<file path="src/rtl/core/lbm_pkg.sv">
package lbm_pkg;

  localparam int CMD_W = 3;
  localparam int BOX_W = 11;
  localparam int SUM_W = 20;

  localparam logic [CMD_W-1:0] CMD_INIT  = 3'd0;
  localparam logic [CMD_W-1:0] CMD_LEFT  = 3'd1;
  localparam logic [CMD_W-1:0] CMD_RIGHT = 3'd2;
  localparam logic [CMD_W-1:0] CMD_SWAP  = 3'd3;
  localparam logic [CMD_W-1:0] CMD_REV   = 3'd4;
  localparam logic [CMD_W-1:0] CMD_SUM   = 3'd5;

  typedef struct packed {
    logic [CMD_W-1:0] command;
    logic [BOX_W-1:0] box_x;
    logic [BOX_W-1:0] box_y;
  } in_t;

  typedef struct packed {
    logic [SUM_W-1:0] odd_sum;
    logic             error;
  } out_t;

  typedef enum logic [4:0] {
    ST_IDLE, ST_DECODE, ST_INIT,
    ST_MV_A, ST_MV_B, ST_MV_C, ST_MV_D, ST_MV_E, ST_MV_F, ST_MV_G,
    ST_SW_1, ST_SW_2,
    ST_SU_0, ST_SU_1, ST_SU_W,
    ST_FIN
  } state_t;

  typedef enum logic [4:0] {
    DP_NOP, DP_LATCH, DP_FAIL, DP_REV, DP_INIT_WR,
    DP_RD_NX, DP_RD_NY, DP_RD_LA, DP_UNLINK, DP_RD_LB, DP_LINK_A, DP_LINK_Q,
    DP_SWAP_1, DP_SWAP_2,
    DP_SUM_START, DP_SUM_STEP0, DP_SUM_ACC,
    DP_FINISH
  } dp_op_t;

  typedef struct packed {
    dp_op_t op;
  } ctl_t;

  typedef struct packed {
    logic [CMD_W-1:0] command;
    logic             cmd_bad;
    logic             init_bad;
    logic             operand_bad;
    logic             is_left;
    logic             is_swap;
    logic             sweep_last;
    logic             walk_last;
    logic             out_free;
  } stat_t;

endpackage

</file>
<file path="src/rtl/core/lbm_ctrl.sv">
module lbm_ctrl
  import lbm_pkg::*;
(
  input  logic  clk,
  input  logic  rst,
  input  logic  in_valid,
  output logic  in_stall,
  input  stat_t stat,
  output ctl_t  ctl
);

  state_t state, state_next;
  logic   decode_fail;

  // rejected commands go straight to the result
  always_comb begin
    if (stat.command == CMD_INIT) decode_fail = stat.init_bad;
    else if (stat.cmd_bad) decode_fail = 1'b1;
    else if (stat.command == CMD_REV || stat.command == CMD_SUM) decode_fail = 1'b0;
    else decode_fail = stat.operand_bad;
  end

  always_ff @(posedge clk) begin
    if (rst) state <= ST_IDLE;
    else state <= state_next;
  end

  always_comb begin
    state_next = state;
    case (state)
      ST_IDLE: if (in_valid) state_next = ST_DECODE;
      ST_DECODE: begin
        if (decode_fail) state_next = ST_FIN;
        else if (stat.command == CMD_INIT) state_next = ST_INIT;
        else if (stat.command == CMD_REV) state_next = ST_FIN;
        else if (stat.command == CMD_SUM) state_next = ST_SU_0;
        else state_next = ST_MV_A;
      end
      ST_INIT: if (stat.sweep_last) state_next = ST_FIN;
      ST_MV_A: state_next = ST_MV_B;
      ST_MV_B: state_next = ST_MV_C;
      ST_MV_C: state_next = stat.is_swap ? ST_SW_1 : ST_MV_D;
      ST_MV_D: state_next = ST_MV_E;
      ST_MV_E: state_next = ST_MV_F;
      ST_MV_F: state_next = ST_MV_G;
      ST_MV_G: state_next = ST_FIN;
      ST_SW_1: state_next = ST_SW_2;
      ST_SW_2: state_next = ST_FIN;
      ST_SU_0: state_next = ST_SU_1;
      ST_SU_1: state_next = ST_SU_W;
      ST_SU_W: if (stat.walk_last) state_next = ST_FIN;
      ST_FIN:  if (stat.out_free) state_next = ST_IDLE;
      default: state_next = ST_IDLE;
    endcase
  end

  always_comb begin
    ctl.op   = DP_NOP;
    in_stall = (state != ST_IDLE);
    case (state)
      ST_IDLE: if (in_valid) ctl.op = DP_LATCH;
      ST_DECODE: begin
        if (decode_fail) ctl.op = DP_FAIL;
        else if (stat.command == CMD_REV) ctl.op = DP_REV;
      end
      ST_INIT: ctl.op = DP_INIT_WR;
      ST_MV_A: ctl.op = DP_RD_NX;
      ST_MV_B: ctl.op = DP_RD_NY;
      ST_MV_C: ctl.op = DP_RD_LA;
      ST_MV_D: ctl.op = DP_UNLINK;
      ST_MV_E: ctl.op = DP_RD_LB;
      ST_MV_F: ctl.op = DP_LINK_A;
      ST_MV_G: ctl.op = DP_LINK_Q;
      ST_SW_1: ctl.op = DP_SWAP_1;
      ST_SW_2: ctl.op = DP_SWAP_2;
      ST_SU_0: ctl.op = DP_SUM_START;
      ST_SU_1: ctl.op = DP_SUM_STEP0;
      ST_SU_W: ctl.op = DP_SUM_ACC;
      ST_FIN:  if (stat.out_free) ctl.op = DP_FINISH;
      default: ctl.op = DP_NOP;
    endcase
  end

endmodule

</file>
<file path="config.mk">
export PLATFORM = sky130hd
export DESIGN_NAME = lbm_ctrl
export DESIGN_NICKNAME = d
export VERILOG_FILES = /design/src/rtl/core/lbm_pkg.sv /design/src/rtl/core/lbm_ctrl.sv
export SDC_FILE = /design/constraint.sdc
export NUM_CORES = 1
export LEC_CHECK = 0
export ABC_AREA = 0
export BUFFER_PORTS_ARGS = -buffer_cell sky130_fd_sc_hd__buf_2
export CORE_AREA = 3 3 40 42
export CTS_CLUSTER_SIZE = 24
export DETAILED_ROUTE_END_ITERATION = 8
export DIE_AREA = 0 0 43 45
export PLACE_DENSITY = 0.76
export SLEW_MARGIN = 40
export SYNTH_ARGS = -nofsm -noshare
export SYNTH_HDL_FRONTEND = slang
export SYNTH_SLANG_ARGS = --single-unit
export TNS_END_PERCENT = 50
</file>
<file path="constraint.sdc">
create_clock -name clk -period 1.27 [get_ports clk]
set_input_delay 0.127 -clock clk [delete_from_list [all_inputs] [get_ports clk]]
set_output_delay 0.127 -clock clk [all_outputs]
set_load 0.005 [all_outputs]
</file>
-- Word-level counts from Yosys, hierarchy flattened
Index checks and enable logic that the tools add are counted.
- bits in registers: 5
- input bits: 14
- word-level logic and storage cells: 46
- reduce and logical (&&, ||, !) cells: 6
- equality and inequality tests: 21
- mux-type cells: 18
- operator list (cell ; count):
    $pmux W5 S16 ; 1
    $pmux W5 S15 ; 1
    $eq A5 B4 Y1 const B ; 8
    $mux W5 ; 5
    $eq A5 B3 Y1 const B ; 4
    $mux W4 ; 5
    $eq A5 B2 Y1 const B ; 2
    $ne A2 B2 Y1 const B ; 4
    $eq A3 B3 Y1 const B ; 2
    $eq A5 B1 Y1 const B ; 1
    $logic_not A5 Y1 ; 1
    $reduce_bool A5 Y1 ; 1
    $mux W1 ; 4
    $mux W2 ; 2
    $reduce_and A4 Y1 ; 1
    $logic_not A3 Y1 ; 1
    $reduce_or A2 Y1 ; 1
    $logic_or A1 B1 Y1 ; 1

-- Logic depth before layout (Yosys ltp)
- word-level depth: 7
- gate-level depth with buffers: 6

-- Worst setup path before layout
No wires, ideal clock.
- path kind: reg2reg
- from: register state[2]
- to: register state[0]
- library setup time: 0.136 ns
- buffers on the path: 1
- required time: 1.134 ns
- period minus slack after synthesis: 1.327 ns
- stages on the path, launching flop included: 6
- setup slack: -0.057 ns
- data arrival time: 1.190 ns
- path through: dfxtp_1 -> buf_6 -> or4b_4 -> o31ai_2 -> a211o_1 -> a31oi_1
- word-level cells in the longest chain between the ends: 3
- ends and longest elaborated chain (element ; line ; source):
    start, declared ; lbm_ctrl.sv:12 ; state_t state, state_next;
    start signal, assigned ; lbm_ctrl.sv:25 ; else state <= state_next;
    $eq A5 B4 Y1, or another cell as far along ; lbm_ctrl.sv:30 ; case (state)
    $reduce_or A2 Y1 (no line) / $ne A2 B2 Y1 (equally long branches) ; n/a ;
    $pmux W5 S15 / $reduce_and A4 Y1 (equally long branches) ; n/a ;
Several ways; a longest one is shown, not always the timed one.
A chain may end at the register's enable or synchronous reset.

==> impl_summary.md <==
Placement
Including well taps, the total number of placed cells is roughly 130. Summed over all nets, the half-perimeter wirelength after detailed placement is 1340 µm. The weighted congestion reported at the end of routability-driven placement is 0.885. The count of buffers inserted at the top-level ports is 18.

Synth
After synthesis the netlist holds a flip-flop and latch count of 4. When the netlist entered floorplanning its net count stood at 91. After synthesis, the cell types taking the most area are sky130_fd_sc_hd__dfxtp_1 15%, sky130_fd_sc_hd__nor2_1 6.3%, sky130_fd_sc_hd__a21oi_1 4.7%.

Synthesis handed over a netlist of 77 instances. The cell area after synthesis is 534 µm². Sequential elements use between 10% and 20% of the synthesized area. For this run, the number of Yosys warnings is 0. The area share of the largest cell type after synthesis is between 10% and 20%. The cell type contributing the most total cell area after synthesis is sky130_fd_sc_hd__dfxtp_1. In this run, synthesis inferred 0 flip-flops with an integrated enable. In the synthesized netlist the dominant register cell turns out to be sky130_fd_sc_hd__dfxtp_1.

A synthesized cell averages 6.94 µm². In this run, distinct cell masters in the synthesized netlist total a little over 40. Of all flip-flops after synthesis, the portion carrying an async set or reset was 0%.

Pwr
The maximum ir drop on the vdd rail is 1210 µV. In this run the static leakage power is 0.000460 µW. The design draws 2100 µW. Dividing total power by cell area gives a power density of approximately 2000 nW/µm².

Timing
The worst clock skew is 0.0127 ns. The max-slew violation count is 0. For this run, the top clock speed supported by timing is 642 MHz. Setup violations remaining at the end of the flow were counted as 9. Headroom to the max-slew limit came out at 78.6%.

The worst-margin pin slew is approximately 0.32 ns. After layout, the worst path uses 123% of the clock period. The final hold violation count is 0.

Setup repair after global routing could not meet its margin everywhere. The final worst slack is -0.288 ns. After layout, the minimum clock period comes to between 1.5 and 2 ns.

Worst setup path
The maximum fanout count along the critical path is 6. The startpoint type of the worst setup path is a flip-flop. The critical path data arrival time is between 1 and 1.5 ns.

The type of the worst setup path is reg2out. The capturing point of the worst reg2reg path is state[0]$_SDFFE_PP0P_. The worst reg-to-reg path cell count is 5. STA classifies the critical path endpoint as an output pin. The slowest cell on the critical path is sky130_fd_sc_hd__dfxtp_4.

Across all register-to-register paths, the minimum setup slack is -0.22 ns. For this run, the slowest stage of the critical path takes 0.36 ns. In this run the critical register-to-register path is launched from state[2]$_SDFFE_PP0P_. Walking the worst path, the cells encountered are or2_4, nor3b_4, nand2_1, o21ai_1, buf_2. The required arrival time at the worst endpoint is ~1.1 ns.

Clock tree
The total clock sinks is 4. The insertion delay of the later-clocked pin in the worst-skew pair is around 0.26 ns. The clock tree from TritonCTS is yes.

The number of H-tree branching levels is 1. The maximum clock insertion buffer count is 2. The hold buffer count at cts is 0. Clock tree synthesis inserted a total of 3 buffers.

The cell chosen for the clock root is sky130_fd_sc_hd__clkbuf_4. Clock-pin slew was measured on the worst setup and hold paths at 0.05 ns.

GRT
The largest net degree at the start of global routing is 10. In the global route stage, overall resource usage came out at about a quarter. The first global-routing pass estimated 3580 µm of wire. The initial antenna violation count is 0. The number of global-route vias before repair is ~800. The total global routing overflow is 0.

Detailed routing
The first routing iteration left 34 violations. The final route contains slightly below 900 vias. Dividing the detail-routed wire length by the instance count gives 18.5 µm. The antenna violation net count after detailed routing is 0.

The count of TritonRoute iterations in the first routing pass is 4. The wire length after detailed routing is roughly 2600 µm. After detailed routing, the number of remaining DRC violations is 0.

In the routed layout, each cell is associated on average with a via count of about 6.3.

Cells and area
The layout overhead on the synthesized area is 97.7%. The diode insertion count for antenna repair is 0. The filler-free cell count of the finished design is 140. The net count of the finished layout is between 100 and 150. Cells with a size suffix above 1 make up 60.8% of the layout.

The most common library cell in the layout ignoring fill and taps is sky130_fd_sc_hd__buf_4. The register containing the most flip-flops in the final layout is state. The number of fill cells in the layout is slightly above 80.

The flip-flop count of the largest register, all copies and words added is 4. The largest registers in the layout are state (4). For this run, the share of the core covered by cells in the final layout is ~82%. The top cell types in the final layout, fill and taps aside, are 26 x sky130_fd_sc_hd__buf_4, 18 x sky130_fd_sc_hd__buf_2, 8 x sky130_fd_sc_hd__nor2_1, 6 x sky130_fd_sc_hd__buf_6, 5 x sky130_fd_sc_hd__nand2_1.

Floorplanning
The initial utilization of the core area, before any placement, comes to between 40% and 50%. The floorplan has 13 rows. The area of the die is slightly below 2000 µm². The die height is approximately 45 µm. Measured along the x axis, the die boundary spans between 40 and 50 µm. The floorplan core area is ~1300 µm². The number of primary I/O pins is 20.

Min path
The startpoint identified for the worst hold timing path is rst. The worst hold path was traced through 2 stages. The destination of the worst hold path is state[1]$_SDFFE_PP0P_. In this run the worst hold path is classified as in2reg.

Job
The number of violations of the max-capacitance limit is 0.

Run status
The run finished, with violations left. The final reports fail on setup timing.
how the worst max path moves through the flow:
stage | startpoint | to | slack, ns | cells after the start
final | state[2]$_SDFFE_PP0P_ | ctl[0] | -0.29 | 5
after global routing | state[2]$_SDFFE_PP0P_ | ctl[0] | -0.34 | 5
after CTS | state[2]$_SDFFE_PP0P_ | ctl[0] | -0.25 | 5
after detailed placement | state[2]$_SDFFE_PP0P_ | state[3]$_SDFFE_PP0P_ | -0.14 | 4
after global placement | state[3]$_SDFFE_PP0P_ | state[2]$_SDFFE_PP0P_ | -0.11 | 5
after floorplan | state[2]$_SDFFE_PP0P_ | state[0]$_SDFFE_PP0P_ | 0.002 | 5
repair_timing:
action,4_1_cts,5_1_grt
resized for setup,21,15
setup endpoints to repair,10,10
setup buffers,8,3
pin swaps,6,6
cell type report:
type | count | area, µm² | share of cell area (%)
Multi-Input combinational cell | 63 | 520 | 49.3
Timing Repair Buffer | 52 | 388 | 36.7
Tap cell | 15 | 18.8 | 1.78
Clock buffer | 3 | 22.5 | 2.13
Inverter | 3 | 11.3 | 1.07
Sequential cell | 4 | 95.1 | 9.00
synth_stat cells (all sizes together), types with 2 or more instances:
master / instances
nor2: 9
inv: 3
nand3: 2
or2: 2
dfxtp: 4
o21ai: 4
a31oi: 4
nor3b: 2
nor4: 2
nand2: 5
nand2b: 2
a21oi: 5
or3: 2
buf: 7
o22ai: 2
kinds of logic (layout without fill, tap and decap cells):
kind of cell / Yosys count / in the layout / share of synthesized area [%]
flops: 4 / 4 / 15.0
simple gates: 34 / 34 / 36.3
compound gates: 26 / 26 / 33.3
mux: 1 / 1 / 1.87
xor+xnor: 2 / 2 / 3.28
buf+inv: 10 / 58 / 10.3
worst max-delay path, delay by kind of cell, from the launching register on:
| kind | cells | cell delay, ns |
|---|---|---|
| compound gates | 1 | 0.12 |
| flops | 1 | 0.36 |
| buf+inv | 1 | 0.13 |
| simple gates | 3 | 0.57 |
per-stage QoR:
step                hold WS [ns]  setup slack, ns  TNS [ns]  instance area (µm²)
CTS                       0.0636           -0.251     -1.00                  960
detailed placement         0.319           -0.140    -0.634                  788
global placement           0.299           -0.107    -0.451                  788
global route              0.0242           -0.343     -1.83                 1060
floorplan                  0.196          0.00183         0                  551
finish                    0.0298           -0.288     -1.36                 1060
where the power goes:
group	internal, µW	total, µW	switching [µW]	leakage [µW]
Sequential	191	285	93.2	0.0000356
Combinational	890	1640	748	0.000411
Clock	107	181	73.7	0.0000138
Total	1190	2100	915	0.000460
routing by layer:
layer	routed length [µm]	up-vias	GRT usage, %
met1	924	406	29.2
met5	0	-	0
met2	1310	69	43.1
li1	-	384	-
met3	215	19	7.57
met4	142	0	6.02
No activity file was read; power rests on OpenSTA's default activity.
